<file path="src/hw/rtl/tdczs_pkg.sv">
// Package of shared types and constants for the TDC zero-suppressing packer.
package tdczs_pkg;

  // Read passes carried by one transaction; each pass has a lane of its own.
  localparam int LANES       = 2;
  // Passes that are looked at, in order; hits on lanes beyond this are ignored.
  localparam int READ_PASSES = 2;

  localparam int WORD_W  = 32;
  localparam int SLOT_W  = 8;
  localparam int IDENT_W = 8;
  localparam int CAP_W   = 13;

  // Configuration port.
  localparam int CFG_INDEX_W = 2;
  localparam int CFG_DATA_W  = CAP_W;
  localparam logic [CFG_INDEX_W-1:0] REG_MODULE_IDENT    = 2'd0;
  localparam logic [CFG_INDEX_W-1:0] REG_BUFFER_CAPACITY = 2'd1;
  localparam logic [IDENT_W-1:0]     IDENT_RESET         = 8'd0;
  localparam logic [CAP_W-1:0]       CAP_RESET           = 13'd129;

  // Word formats.
  localparam logic [15:0]       HIT_MASK  = 16'hffff;
  localparam logic [7:0]        HDR_MARK  = 8'hfe;
  localparam logic [SLOT_W-1:0] COUNT_MAX = 8'hff;

  // Result queue.
  localparam int QDEPTH   = 4;
  localparam int QPTR_W   = $clog2(QDEPTH);
  localparam int QCOUNT_W = $clog2(QDEPTH + 1);

  // One result item.
  typedef struct packed {
    logic [WORD_W-1:0] word;
    logic [SLOT_W-1:0] slot;
    logic              err;
    logic              done;
  } result_t;

  // Configuration registers as seen by the packing logic.
  typedef struct packed {
    logic [IDENT_W-1:0] module_ident;
    logic [CAP_W-1:0]   buffer_capacity;
  } cfg_t;

  // Results produced by one accepted transaction, in order.
  typedef struct packed {
    logic [1:0] count;
    result_t    first;
    result_t    second;
  } push_t;

endpackage

</file>
<file path="src/hw/rtl/tdc_zero_suppress_packer.sv">
// Top level of the TDC zero-suppressing event packer.
//
//   Channel  Direction  Handshake            Payload
//   input    in         in_valid / in_stall  reading_first, reading_second, final_channel
//   output   out        out_valid/out_stall  packed_word, buffer_slot, overflow_error,
//                                            event_done
//   config   in         cfg_write            cfg_index, cfg_data
//
// One input transaction is taken per cycle while in_stall is low; its results enter the
// result queue at the same edge and leave it one per cycle while out_stall is low.
// A hit on the last channel yields two results, so the output side sets the rate
// then: the four-entry queue stalls input while fewer than two entries are free.
// Reset (synchronous) empties the queue, clears the event state and restores the
// registers to module id 0 and capacity 129.
module tdc_zero_suppress_packer #(
  parameter int READ_PASSES = tdczs_pkg::READ_PASSES
) (
  input  logic                              clk,
  input  logic                              rst,
  input  logic                              in_valid,
  output logic                              in_stall,
  input  logic [tdczs_pkg::WORD_W-1:0]      reading_first,
  input  logic [tdczs_pkg::WORD_W-1:0]      reading_second,
  input  logic                              final_channel,
  output logic                              out_valid,
  input  logic                              out_stall,
  output logic [tdczs_pkg::WORD_W-1:0]      packed_word,
  output logic [tdczs_pkg::SLOT_W-1:0]      buffer_slot,
  output logic                              overflow_error,
  output logic                              event_done,
  input  logic                              cfg_write,
  input  logic [tdczs_pkg::CFG_INDEX_W-1:0] cfg_index,
  input  logic [tdczs_pkg::CFG_DATA_W-1:0]  cfg_data
);

  tdczs_pkg::cfg_t    cfg;
  tdczs_pkg::push_t   push;
  tdczs_pkg::result_t head;
  logic               accept;
  logic               full;
  logic [tdczs_pkg::LANES-1:0][tdczs_pkg::WORD_W-1:0] readings;
  logic [tdczs_pkg::LANES-1:0]                        lane_hit;

  // Configuration registers.
  always_ff @(posedge clk) begin
    if (rst) begin
      cfg.module_ident    <= tdczs_pkg::IDENT_RESET;
      cfg.buffer_capacity <= tdczs_pkg::CAP_RESET;
    end else if (cfg_write) begin
      case (cfg_index)
        tdczs_pkg::REG_MODULE_IDENT:    cfg.module_ident    <= cfg_data[tdczs_pkg::IDENT_W-1:0];
        tdczs_pkg::REG_BUFFER_CAPACITY: cfg.buffer_capacity <= cfg_data;
        default: begin
        end
      endcase
    end
  end

  assign in_stall = full;
  assign accept   = in_valid && !in_stall;

  assign readings[0] = reading_first;
  assign readings[1] = reading_second;

  // One hit detector per read pass.
  for (genvar i = 0; i < tdczs_pkg::LANES; i++) begin : g_lane
    tdczs_lane u_lane (
      .reading (readings[i]),
      .hit     (lane_hit[i])
    );
  end

  tdczs_merge #(
    .READ_PASSES (READ_PASSES)
  ) u_merge (
    .clk           (clk),
    .rst           (rst),
    .accept        (accept),
    .readings      (readings),
    .lane_hit      (lane_hit),
    .final_channel (final_channel),
    .cfg           (cfg),
    .push          (push)
  );

  tdczs_queue u_queue (
    .clk       (clk),
    .rst       (rst),
    .push      (push),
    .full      (full),
    .out_valid (out_valid),
    .out_stall (out_stall),
    .head      (head)
  );

  assign packed_word    = head.word;
  assign buffer_slot    = head.slot;
  assign overflow_error = head.err;
  assign event_done     = head.done;

endmodule

</file>
<file path="src/hw/rtl/tdczs_lane.sv">
// Hit detection for one read pass of a channel.
module tdczs_lane (
  input  logic [tdczs_pkg::WORD_W-1:0] reading,
  output logic                         hit
);

  // A reading is a hit when any of its low 16 bits is set.
  assign hit = (reading[15:0] & tdczs_pkg::HIT_MASK) != 16'd0;

endmodule

</file>
<file path="src/hw/rtl/tdczs_merge.sv">
// Merging stage: selects the first hit lane, keeps the event state and forms results.
module tdczs_merge #(
  parameter int READ_PASSES = tdczs_pkg::READ_PASSES
) (
  input  logic                                        clk,
  input  logic                                        rst,
  input  logic                                        accept,
  input  logic [tdczs_pkg::LANES-1:0][tdczs_pkg::WORD_W-1:0] readings,
  input  logic [tdczs_pkg::LANES-1:0]                 lane_hit,
  input  logic                                        final_channel,
  input  tdczs_pkg::cfg_t                             cfg,
  output tdczs_pkg::push_t                            push
);

  logic [tdczs_pkg::SLOT_W-1:0] hit_count, hit_count_next;
  logic                         event_dropped, event_dropped_next;

  logic                         hit;
  logic [tdczs_pkg::WORD_W-1:0] word;
  logic [tdczs_pkg::SLOT_W:0]   slot_wide;
  logic                         overflow;
  logic [tdczs_pkg::SLOT_W-1:0] count_after;
  tdczs_pkg::result_t           data_res, hdr_res, err_res;

  // Priority select: the lowest enabled lane with a hit wins.
  always_comb begin
    hit  = 1'b0;
    word = '0;
    for (int i = tdczs_pkg::LANES - 1; i >= 0; i--) begin
      if (lane_hit[i] && (i < READ_PASSES)) begin
        hit  = 1'b1;
        word = readings[i];
      end
    end
  end

  // The next data slot must lie below the capacity and the counter must not be full.
  always_comb begin
    slot_wide = {1'b0, hit_count} + {{tdczs_pkg::SLOT_W{1'b0}}, 1'b1};
    overflow  = hit && ((hit_count == tdczs_pkg::COUNT_MAX) ||
                ({{(tdczs_pkg::CAP_W-tdczs_pkg::SLOT_W-1){1'b0}}, slot_wide} >=
                 cfg.buffer_capacity));
    count_after = hit ? slot_wide[tdczs_pkg::SLOT_W-1:0] : hit_count;
  end

  // Result words.
  always_comb begin
    data_res.word = word;
    data_res.slot = slot_wide[tdczs_pkg::SLOT_W-1:0];
    data_res.err  = 1'b0;
    data_res.done = 1'b0;

    hdr_res.word  = {tdczs_pkg::HDR_MARK, cfg.module_ident, 6'd0, 1'b1, 1'b0, count_after};
    hdr_res.slot  = '0;
    hdr_res.err   = 1'b0;
    hdr_res.done  = 1'b1;

    err_res.word  = '0;
    err_res.slot  = '0;
    err_res.err   = 1'b1;
    err_res.done  = 1'b1;
  end

  // Results and state update for the current transaction.
  always_comb begin
    push               = '0;
    push.first         = hdr_res;
    push.second        = hdr_res;
    hit_count_next     = hit_count;
    event_dropped_next = event_dropped;
    if (accept) begin
      if (event_dropped) begin
        // Rest of an abandoned event: nothing is emitted for it, its last channel included.
        if (final_channel) begin
          event_dropped_next = 1'b0;
          hit_count_next     = '0;
        end
      end else if (overflow) begin
        push.count         = 2'd1;
        push.first         = err_res;
        hit_count_next     = '0;
        event_dropped_next = !final_channel;
      end else begin
        if (hit) begin
          push.first = data_res;
          if (final_channel) begin
            push.count = 2'd2;
          end else begin
            push.count = 2'd1;
          end
        end else if (final_channel) begin
          push.count = 2'd1;
        end
        hit_count_next = final_channel ? '0 : count_after;
      end
    end
  end

  // Event state registers.
  always_ff @(posedge clk) begin
    if (rst) begin
      hit_count     <= '0;
      event_dropped <= 1'b0;
    end else begin
      hit_count     <= hit_count_next;
      event_dropped <= event_dropped_next;
    end
  end

endmodule

</file>
<file path="src/hw/rtl/tdczs_queue.sv">
// Result queue: takes up to two results a cycle and delivers one a cycle while out_stall is low.
module tdczs_queue (
  input  logic               clk,
  input  logic               rst,
  input  tdczs_pkg::push_t   push,
  output logic               full,
  output logic               out_valid,
  input  logic               out_stall,
  output tdczs_pkg::result_t head
);

  tdczs_pkg::result_t             entries [tdczs_pkg::QDEPTH];
  logic [tdczs_pkg::QPTR_W-1:0]   wr_ptr, wr_ptr_next;
  logic [tdczs_pkg::QPTR_W-1:0]   rd_ptr, rd_ptr_next;
  logic [tdczs_pkg::QCOUNT_W-1:0] count, count_next;
  logic                           pop;
  logic [tdczs_pkg::QPTR_W-1:0]   wr_ptr_plus;

  assign out_valid   = count != '0;
  assign pop         = out_valid && !out_stall;
  assign head        = entries[rd_ptr];
  assign wr_ptr_plus = wr_ptr + {{(tdczs_pkg::QPTR_W-1){1'b0}}, 1'b1};

  // Room for a full pair of results is needed before a transaction is taken.
  assign full = count > tdczs_pkg::QCOUNT_W'(tdczs_pkg::QDEPTH - 2);

  // Pointer and fill level update.
  always_comb begin
    wr_ptr_next = wr_ptr + push.count[tdczs_pkg::QPTR_W-1:0];
    rd_ptr_next = rd_ptr + {{(tdczs_pkg::QPTR_W-1){1'b0}}, pop};
    count_next  = count + {{(tdczs_pkg::QCOUNT_W-2){1'b0}}, push.count}
                        - {{(tdczs_pkg::QCOUNT_W-1){1'b0}}, pop};
  end

  always_ff @(posedge clk) begin
    if (rst) begin
      wr_ptr <= '0;
      rd_ptr <= '0;
      count  <= '0;
    end else begin
      wr_ptr <= wr_ptr_next;
      rd_ptr <= rd_ptr_next;
      count  <= count_next;
    end
  end

  // Result storage; the first result of a transaction goes in ahead of the second.
  always_ff @(posedge clk) begin
    if (push.count != 2'd0) begin
      entries[wr_ptr] <= push.first;
    end
    if (push.count == 2'd2) begin
      entries[wr_ptr_plus] <= push.second;
    end
  end

endmodule

</file>
<file path="config.mk">
export PLATFORM = sky130hd
export DESIGN_NAME = tdc_zero_suppress_packer
export DESIGN_NICKNAME = d
export VERILOG_FILES = /design/src/hw/rtl/tdczs_pkg.sv /design/src/hw/rtl/tdc_zero_suppress_packer.sv /design/src/hw/rtl/tdczs_lane.sv /design/src/hw/rtl/tdczs_merge.sv /design/src/hw/rtl/tdczs_queue.sv
export SDC_FILE = /design/constraint.sdc
export NUM_CORES = 1
export LEC_CHECK = 0
export ABC_AREA = 1
export BUFFER_PORTS_ARGS = -buffer_cell sky130_fd_sc_hd__buf_2
export CELL_PAD_IN_SITES_DETAIL_PLACEMENT = 0
export CELL_PAD_IN_SITES_GLOBAL_PLACEMENT = 1
export CORE_MARGIN = 2
export CORE_UTILIZATION = 35
export CTS_BUF_LIST = sky130_fd_sc_hd__clkbuf_16
export CTS_CLUSTER_SIZE = 14
export DETAILED_ROUTE_END_ITERATION = 8
export PLACE_DENSITY_LB_ADDON = 0.1
export RECOVER_POWER = 50
export SYNTH_ARGS = -nofsm -noshare
export SYNTH_HDL_FRONTEND = slang
export SYNTH_SLANG_ARGS = --single-unit
</file>
<file path="constraint.sdc">
create_clock -name clk -period 4.8 [get_ports clk]
set_input_delay 0.48 -clock clk [delete_from_list [all_inputs] [get_ports clk]]
set_output_delay 0.48 -clock clk [all_outputs]
set_load 0.03 [all_outputs]
</file>
# After elaboration in Yosys (flattened, before gate mapping)

Memory sizes are Yosys's and may differ from the RTL's. A register that Yosys moved wholly into a read port is not among the register bits.
Index checks and enable logic that the tools add are counted.

Reduce and logical (&&, ||, !) cells: 15
Multiplexer cells: 24
Equal/unequal tests: 4
$lt $le $gt $ge: 2
Add/sub/neg operators: 6

Operators with widths:

| cell                                                | number |
|---|---|
| two-way mux 44 bit                                  | 3 |
| two-way mux 32 bit                                  | 2 |
| two-way mux 42 bit                                  | 1 |
| two-way mux 8 bit                                   | 5 |
| nonzero test 16 bit                                 | 2 |
| greater-or-equal comparator 9 x 13 -> 1 bit         | 1 |
| two-way mux 1 bit                                   | 10 |
| adder 8 x 1 -> 9 bit, second input constant         | 1 |
| equality test 8 bit, second input constant          | 1 |
| two-way mux 2 bit                                   | 3 |
| AND reduction 2 bit                                 | 3 |
| adder 3 x 2 -> 3 bit                                | 1 |
| > comparator 3 x 2 -> 1 bit, second input constant  | 1 |
| logical AND 1 bit                                   | 3 |
| zero test 1 bit                                     | 3 |
| nonzero test 3 bit                                  | 1 |
| subtractor 3 x 1 -> 3 bit                           | 1 |
| adder 2 x 1 -> 2 bit                                | 1 |
| adder 2 x 1 -> 2 bit, second input constant         | 1 |
| adder 2 bit                                         | 1 |
| equality test 2 x 1 -> 1 bit, second input constant | 1 |
| equality test 2 bit, second input constant          | 1 |
| zero test 2 bit                                     | 1 |
| inequality test 2 bit, second input constant        | 1 |
| other kinds (2)                                     | 2 |

Input bits: 85
Logic and storage cells: 59
Memories kept: 1
Output and inout port bits: 44
Register bits: 37
RAM bits: 168

Memories:

| name            | depth | width | read ports | clocked after memory_dff | write ports | line              | RTL |
|---|---|---|---|---|---|---|---|
| u_queue.entries | 4     | 42    | 1          | 1                        | 2           | tdczs_queue.sv:12 | `tdczs_pkg::result_t entries [tdczs_pkg::QDEPTH];` |

# Depth between registers and ports, before layout

Depth in word-level cells: 11
Gate-level depth with buffers: 23
Mapped depth without buffers: 23

# Cells and area by module

A second synthesis with hierarchy kept.

Cells, all modules: 1,407
Area total of the unflattened synthesis: 11,712.5 µm²

Modules (own cells, without submodules):

| module                   | cells each | area an instance (µm²) | seq. area each (µm²) | instances |
|---|---|---|---|---|
| tdczs_queue              | 886        | 8,682.1                | 5,185.0              | 1 |
| tdczs_merge              | 356        | 1,998.2                | 180.2                | 1 |
| tdc_zero_suppress_packer | 135        | 919.6                  | 420.4                | 1 |
| tdczs_lane               | 15         | 56.3                   | 0.0                  | 2 |

# Worst setup path before layout

OpenSTA, ideal clock, no wires.

Path type: register -> register
Start point: register u_merge.hit_count[0] (netlist bit)
End point: memory u_queue.entries[2][10] (netlist bit), enable pin
Clock period less this slack: 3.318 ns
Cell stages (with the launch flop): 20
Data required time: 4.428 ns
Library setup time: 0.372 ns
Slack: 1.482 ns
Arrival time: 2.947 ns
Cell sequence: dfxtp_1 -> ha_1 -> nand2_1 -> nor3_2 -> or2_2 -> nand2_1 -> inv_1 -> ha_1 -> nand2_1 -> nand2_1 -> a21oi_1 -> nand2_1 -> nand2_1 -> nand3_2 -> nand2_4 -> nand3_4 -> nor2_4 -> nand2_1 -> buf_2 -> nand2_1

RTL lines:

| item                     | line               | RTL |
|---|---|---|
| start: declaration       | tdczs_merge.sv:15  | `logic [tdczs_pkg::SLOT_W-1:0] hit_count, hit_count_next;` |
| start signal: assignment | tdczs_merge.sv:105 | `hit_count <= hit_count_next;` |
| end: declaration         | tdczs_queue.sv:12  |  |

==> results.py <==
metrics = {
    "floorplanning": {
        "fp.dieH_um": 180,
        "start_util_pct": 35.6,
        "io_pins": 129,
        "die_w_um": 180,
        "rows": 64,
        "die-area_um2": 32600,
        "fp.coreArea_um2": 30600,
    },
    "synth": {
        "ys_seq_area_share_pct": 43.5,
        "synth_ff_type": "dfxtp_1",
        "synth_seq_cells": 205,
        "syn_area_per_cell_um2": 7.00,
        "synth-async-reset-ratio_pct": 0,
        "syn_inst": 1557,
        "synth-edff-count": 64,
        "ys_warn_count": 0,
        "netlist_area_um2": 10900,
        "syn_nets": 1660,
        "ys_types": 35,
    },
    "grt": {
        "track_usage_pct": 23.3,
        "grt_pass1_wl_um": 60000,
        "overflow": 0,
        "grt_max_degree": 83,
        "grt_pass1_vias": 10100,
        "antenna_found_initial": 0,
    },
    "cells_and_area": {
        "final_net_count": 1740,
        "drive_above_1_share_pct": 10.3,
        "seqCellArea_um2": 4740,
        "syn_to_final_growth_pct": 13.9,
        "multi_input_area_um2": 5240,
        "fillers": 3312,
        "finalInstanceArea_um2": 12400,
        "n_antenna_cell": 0,
    },
    "critical_path": {
        "r2r_setup_slack_ns": 0.70,
        "crit_start": "u_merge.hit_count[0]",
        "worstSetupPathType": "register to register",
        "worstPathArrival_ns": 4.34,
        "critPathMaxFanout": 19,
        "ff2ff_path_depth": 20,
        "r2r_start": "u_merge.hit_count[0]",
        "cp.required_ns": 5.04,
        "startpoint_type": "register",
        "r2r-end": "u_queue.entries[0][10]",
        "end_kind": "register",
    },
    "power_and_ir_drop": {
        "combPwrFrac_pct": 41.7,
        "leakage_uw": 0.00593,
        "swShare_pct": 44.2,
        "switchingPower_uw": 3260,
        "irDropWorstVdd_mv": 0.272,
        "finalPower_uw": 7380,
        "seq_power_share_pct": 35.5,
        "pwr-share-clk_pct": 22.8,
        "power_density_nw_per_um2": 594,
        "intPower_uw": 4110,
    },
    "status": {
        "violations": "max-capacitance violations, max-slew violations",
        "status": "finished, violations left",
    },
    "worst_hold_path": {
        "min_from": "cfg_data[0]",
        "hold_class": "primary input to register",
        "min_path_cells": 3,
        "whs_endpoint": "cfg[0]",
    },
    "clock_network": {
        "cts_resized": 0,
        "post_cts_buffers": 0,
        "cts_hold_buf": 0,
        "h-tree-depth": 1,
        "cts.clk_slew.worst_paths_ns": 0.06,
        "numCtsBuffers": 25,
        "cts_tree": "done",
        "cts_sinks": 205,
        "clock_latency_ns": 0.53,
        "clock_path_buffers": 3,
        "root_buffer": "clkbuf_16",
    },
    "timing": {
        "rsz0062_at_grt": "no",
        "min_period_over_period_pct": 85.4,
        "holdWs_ns": 0.193,
        "slew_headroom_pct": -27.3,
        "worstMarginPinSlew_ns": 1.91,
        "fmax_ghz": 0.244,
        "final.setup.tns_ns": 0,
        "finalClockSkew_ns": 0.00843,
        "hold_violations": 0,
        "drv_slew": 83,
        "setup_viol": 0,
        "finalCriticalPeriod_ns": 4.10,
    },
    "drt": {
        "vias": 10600,
        "totalWireLength_um": 38400,
        "viasPerCell": 5.17,
        "dr.first_iter.drc_count": 834,
        "wl_per_cell_um": 18.7,
        "drc": 0,
        "drt_pass1_iterations": 5,
        "drtAntennaViolNets": 0,
    },
    "job": {
        "cap_violations": 1,
    },
    "placed_design": {
        "dpl_cell_area_um2": 11800,
        "io_buffers": 128,
        "gp_congestion": 0.877,
        "hpwlAfterDp_um": 25100,
    },
}
-- stage by stage --
step | instances | setup slack [ns] | utilization [%]
floorplan | 1557 | 1.48 | -
detailed placement | 2006 | 0.952 | 38.5
CTS | 2051 | 0.947 | 40.9
finish | 2051 | 0.700 | 40.6
global route | 2051 | 0.296 | 40.6
global placement | 2006 | 1.03 | 38.5
-- per-layer routing --
metal / share of wire, % / routed length, um / global-route usage (%)
met5: 0 / 0 / 0
met4: 1.2 / 476 / 4.03
met3: 4.6 / 1770 / 2.32
met2: 48 / 18300 / 39.7
met1: 46 / 17800 / 32.4
-- critical path, stage by stage, from the launching register on --
cell,delay (ns)
dfxtp_1,0.43
ha_1,0.20
nand2_1,0.11
nor3_2,0.23
or2_2,0.15
nand2_1,0.04
inv_1,0.09
ha_1,0.26
nand2_1,0.07
nand2_1,0.05
a21oi_1,0.12
nand2_1,0.06
nand2_1,0.06
nand3_1,0.12
nand2_1,0.30
nand2_1,0.09
nand2_1,0.13
nand2_4,0.18
nand2_1,0.16
clkbuf_1,0.81
o21ai_1,0.17
-- power groups by stage --
stage	Sequential, uW	Clock (uW)	Combinational, uW
6_report	2620	1680	3080
5_1_grt	2680	1790	3430
4_1_cts	2610	1720	3180
3_5_place_dp	2640	0	3170
3_3_place_gp	2640	0	3160
2_1_floorplan	2570	0	2270
-- logic make-up after synthesis --
| logic type | Yosys count | share of synthesized area (%) |
|---|---|---|
| adder cells (fa/ha/maj) | 18 | 2.14 |
| AND/OR/NAND/NOR | 832 | 32.1 |
| buffers and inverters | 221 | 8.54 |
| flip-flops | 205 | 43.5 |
| XOR/XNOR | 6 | 0.482 |
| AO/OA/AOI/OAI | 275 | 13.2 |
-- flip-flops by register name, indices dropped and copies added (netlist names) --
| name | count |
|---|---|
| u_queue.wr_ptr | 2 |
| cfg | 21 |
| u_queue.count | 3 |
| u_queue.rd_ptr | 2 |
| u_merge.hit_count | 8 |
| u_merge.event_dropped | 1 |
| u_queue.entries | 168 |
-- worst max-delay path by stage --
| stage | to | slack [ns] | cells after the start |
|---|---|---|---|
| after floorplan | u_queue.entries[2][10] | 1.48 | 19 |
| after global placement | u_queue.entries[3][16] | 1.03 | 20 |
| after detailed placement | u_queue.entries[3][14] | 0.95 | 20 |
| after CTS | u_queue.entries[3][14] | 0.95 | 20 |
| after global routing | u_queue.entries[2][26] | 0.30 | 19 |
| final | u_queue.entries[0][10] | 0.70 | 20 |
-- cells in the mapped netlist (2+ instances only) --
cell type,count,share of area (%)
a22oi_1,4,0.28
dfxtp_1,141,26
buf_1,5,0.17
nand3_1,215,9.9
xor2_1,2,0.16
inv_2,10,0.34
nand2_4,3,0.31
buf_4,17,1.2
nand2_2,5,0.29
nand4_1,6,0.34
clkbuf_1,57,2.0
buf_2,24,1.1
edfxtp_1,64,18
nor3_1,2,0.092
ha_1,17,2.0
xnor2_1,4,0.32
o21ai_0,142,6.5
a21oi_1,78,3.6
nor2_1,235,8.1
o21ai_1,10,0.46
o22ai_1,39,2.2
nor2_2,4,0.23
inv_1,106,3.7
nand2_1,356,12
-- cell usage in the layout, fill, tap and decap left out --
| cell type | Yosys | routed |
|---|---|---|
| inv_1 | 106 | 111 |
| a22oi_1 | 4 | 4 |
| buf_2 | 24 | 83 |
| o21ai_2 | 1 | 1 |
| clkbuf_2 | 0 | 4 |
| o21ai_1 | 10 | 9 |
| fa_1 | 1 | 1 |
| or2_2 | 1 | 1 |
| nand4_1 | 6 | 6 |
| inv_6 | 0 | 1 |
| nand2_4 | 3 | 3 |
| inv_4 | 0 | 1 |
| nor2_1 | 235 | 232 |
| nor2_4 | 1 | 4 |
| edfxtp_1 | 64 | 64 |
| a21oi_1 | 78 | 78 |
| dfxtp_1 | 141 | 141 |
| nand2_2 | 5 | 4 |
| clkbuf_1 | 57 | 48 |
| nand2_1 | 356 | 357 |
| clkbuf_16 | 0 | 25 |
| ha_1 | 17 | 17 |
| clkinv_1 | 1 | 8 |
| nor3_2 | 1 | 1 |
| nor2_2 | 4 | 4 |
| nand3b_1 | 1 | 1 |
| inv_2 | 10 | 12 |
| clkinv_2 | 0 | 4 |
| nand3_4 | 1 | 1 |
| nor3_1 | 2 | 2 |
| o21ai_0 | 142 | 143 |
| buf_4 | 17 | 22 |
| xor2_1 | 2 | 2 |
| o211ai_1 | 1 | 1 |
| xnor2_1 | 4 | 4 |
| o22ai_1 | 39 | 39 |
| nand3_1 | 215 | 216 |
-- area by class of cell --
type	count	area share, %
inverters	117	3.55
flip-flops and latches	205	38.2
clock inverters	20	0.696
clock buffers	25	5.04
repair buffers	157	6.29
well taps	396	3.99
multi-input cells	1131	42.2
Note: power is estimated with default switching activity, not from simulation.
